### config.mk
export PLATFORM = sky130hd
export DESIGN_NAME = fisn_stage
export DESIGN_NICKNAME = d
export VERILOG_FILES = /design/src/hdl/fisn_stage.sv
export SDC_FILE = /design/constraint.sdc
export NUM_CORES = 1
export LEC_CHECK = 0
export BUFFER_PORTS_ARGS = -buffer_cell sky130_fd_sc_hd__buf_2
export CAP_MARGIN = 30
export CORE_MARGIN = 2
export CORE_UTILIZATION = 35
export DETAILED_ROUTE_END_ITERATION = 8
export MAX_ROUTING_LAYER = met4
export PLACE_DENSITY = 0.72
export SLEW_MARGIN = 20
export SYNTH_ARGS = -nofsm -noshare
export SYNTH_HDL_FRONTEND = slang
export SYNTH_SLANG_ARGS = --single-unit
export TNS_END_PERCENT = 20
### constraint.sdc
create_clock -name clk -period 0.8 [get_ports clk]
set_input_delay 0.08 -clock clk [delete_from_list [all_inputs] [get_ports clk]]
set_output_delay 0.08 -clock clk [all_outputs]
set_load 0.05 [all_outputs]
### src/hdl/fisn_stage.sv
// One pipeline register stage with valid bit and stall handling.
// Does not depend on fisn_pkg; generic over the payload width.
module fisn_stage #(
  parameter int W = 32
) (
  input  logic         clk,
  input  logic         rst,
  input  logic         en,
  input  logic         in_valid,
  input  logic [W-1:0] in_data,
  output logic         out_valid,
  output logic [W-1:0] out_data
);
  // Load when the stage moves; valid is cleared by reset.
  always_ff @(posedge clk) begin
    if (rst) begin
      out_valid <= 1'b0;
    end else if (en) begin
      out_valid <= in_valid;
    end
  end

  always_ff @(posedge clk) begin
    if (en) begin
      out_data <= in_data;
    end
  end
endmodule

==> results.md <==
* Outcome: complete, but fails checks
* Failing checks: setup timing
* Register area share after synthesis at 0.986
* Area of the multi-input gates at 13.8 um^2
* Clock Sinks at 33
* WS Path Type: register to output port
* Total iterations of the first detailed-routing run at 4
* Post-CTS Setup Inserts at 0
* RSZ-0062 raised after global routing: true
* Cell family with most CP delay: flip-flops
* CTS tree: built
* Fin crit period at 1.03 ns
* Worst Slack Setup Final at -0.235 ns
* Largest net degree at the start of global routing at 22
* H-tree lvl count at 2
* # fillers at 156
* Critical Path End: out_data[13]
* CP Capture Type: output port
* Met2 routed WL at 1290 um
* Worst-Skew Late Latency at 0.33 ns
* Total track usage at 0.190
* P per Cell Area at 2140 nW/um^2
* Worst R2R Setup Slack at 0.12 ns
* GRT Residual Overflow at 0
* Site Rows at 19
* Port Buf Inserts at 68
* Die area at 3280 um^2
* Worst reg2reg path startpoint: out_valid
* Commonest non-fill, non-tap cell in the layout: buf_2
* Seq cells post-synth at 33
* DR WL/cell at 14.9 um
* Leak pwr at 0.863 nW
* Width of the chip at 57.3 um
* # DRC at 0
* Cells after Synth at 35
* Clock skew at 0 ns
* DR iter-0 viols at 13
* Syn avg cell area at 28.4 um^2
* Area growth syn-to-layout at 104%
* Worst-path maximum fanout at 1
* Worst slew pin tran at 0.169 ns
* Fmax at 966 MHz
* CP Depth at 1
* FF+latch area at 982 um^2
* VDD IR max at 1.81 mV
* Vias in the first global route at 909
* Endpoints failing setup at 33
* Fin util at 0.743
* Vias per cell at 4.42
* Yosys warnings at 0
* Total CTS buffers at 5
* First-pass GRT wire length at 4120 um
* Netlist Area Pre-Place at 995 um^2
* Synth unique cells at 4
* Worst hold path class: input pin to register
* WHS at 0.173 ns
* I/O pin count at 69
* Met1 wire length at 1020 um
* Initial antenna violation count at 0
* Worst endpoint data arrival time at 0.95 ns
* CP bufs+invs at 1
* Gp weighted congestion at 0.679
* Clock Tree Buf Depth at 2
* Core area at 2730 um^2
* WL final at 2650 um
* CP max stage cell: edfxtp_1
* Crit path launch type: register
* Final #Nets at 182
* Met3 wire len at 257 um
* Critical Path Source: out_data[13]
* Most frequent cells in the layout: buf_2, dlygate4sd3_1, edfxtp_1, buf_6, clkbuf_4
* CP max stage delay at 0.43 ns
* Post-Syn Nets at 71
* Post-route ant nets at 0
* Crit-path cells: buf_6
* Max_cap viols at 0
* Pins Over Slew Limit at 0
* Worst R2R End: out_valid
* Period utilisation layout at 1.29
* N_diodes at 0
* Worst slew margin at 0.884
* CTS root buffer: clkbuf_4
* Clock-pin slew on the worst setup and hold paths at 0.11 ns
* Critical path data required time at 0.72 ns
* Starting density of the core at 0.364
* Routed vias at 787
* Worst reg2reg path depth at 2
* Layout cell share with drive strength beyond 1 at 0.531
* Final hold violations at 0
* Die Height at 57.3 um
* Top Metal Used: met4
## cells in the mapped netlist
master     n  area, um^2
nor2_1     1        3.75
dfxtp_1    1        20.0
mux2i_1    1        10.0
edfxtp_1  32         961
## cells by family after synthesis
group            after synthesis  synth area share
AND/OR/NAND/NOR                1           0.00377
flip-flops                    33             0.986
multiplexers                   1            0.0101
## per-layer routing
metal | vias to the layer above | global-route usage
met5 | - | -
met3 | 12 | 0.0816
met4 | 0 | 0.110
met2 | 58 | 0.300
met1 | 354 | 0.197
li1 | 363 | -
## how the worst min path moves through the flow
stage	from	endpoint	slack, ns	depth (start not counted)
final	en	out_data[22]	0.17	2
after global routing	en	out_data[1]	0.15	2
after CTS	en	out_data[22]	0.15	2
after detailed placement	rst	out_valid	0.24	2
after global placement	rst	out_valid	0.23	2
after floorplan	rst	out_valid	0.14	1
## what timing repair did
item | CTS | global route
hold buffers | 34 | 0
setup endpoints to repair | 33 | 33
hold endpoints to repair | 33 | 0
gates resized for setup | 66 | 1
## area by class of cell
type                    instances  area share
well taps                      31      0.0191
multi-input cells               2     0.00677
clock inverters                 3      0.0203
repair buffers                104       0.452
clock buffers                   5      0.0185
flip-flops and latches         33       0.483
## state kept, by name, summed over array words and instances, names as in the netlist
name and cells:
out_data 32, out_valid 1
## stage by stage
stage	setup WS, ns	power (mW)	cells	setup TNS (ns)	area (um^2)
2_1_floorplan	0.0843	2.60	35	0	996
3_3_place_gp	0.0957	2.83	136	0	1400
3_5_place_dp	0.0717	2.84	136	0	1400
4_1_cts	-0.233	4.34	178	-6.33	2030
5_1_grt	-0.266	4.48	178	-7.42	2030
6_report	-0.235	4.34	178	-5.94	2030
## where the power goes
group | switching, mW | leakage, nW | internal (mW) | total (mW)
Sequential | 0.0671 | 0.322 | 2.05 | 2.11
Clock | 0.550 | 0.0389 | 0.647 | 1.20
Combinational | 0.604 | 0.502 | 0.426 | 1.03
Note: power is estimated with default switching activity, not from simulation.
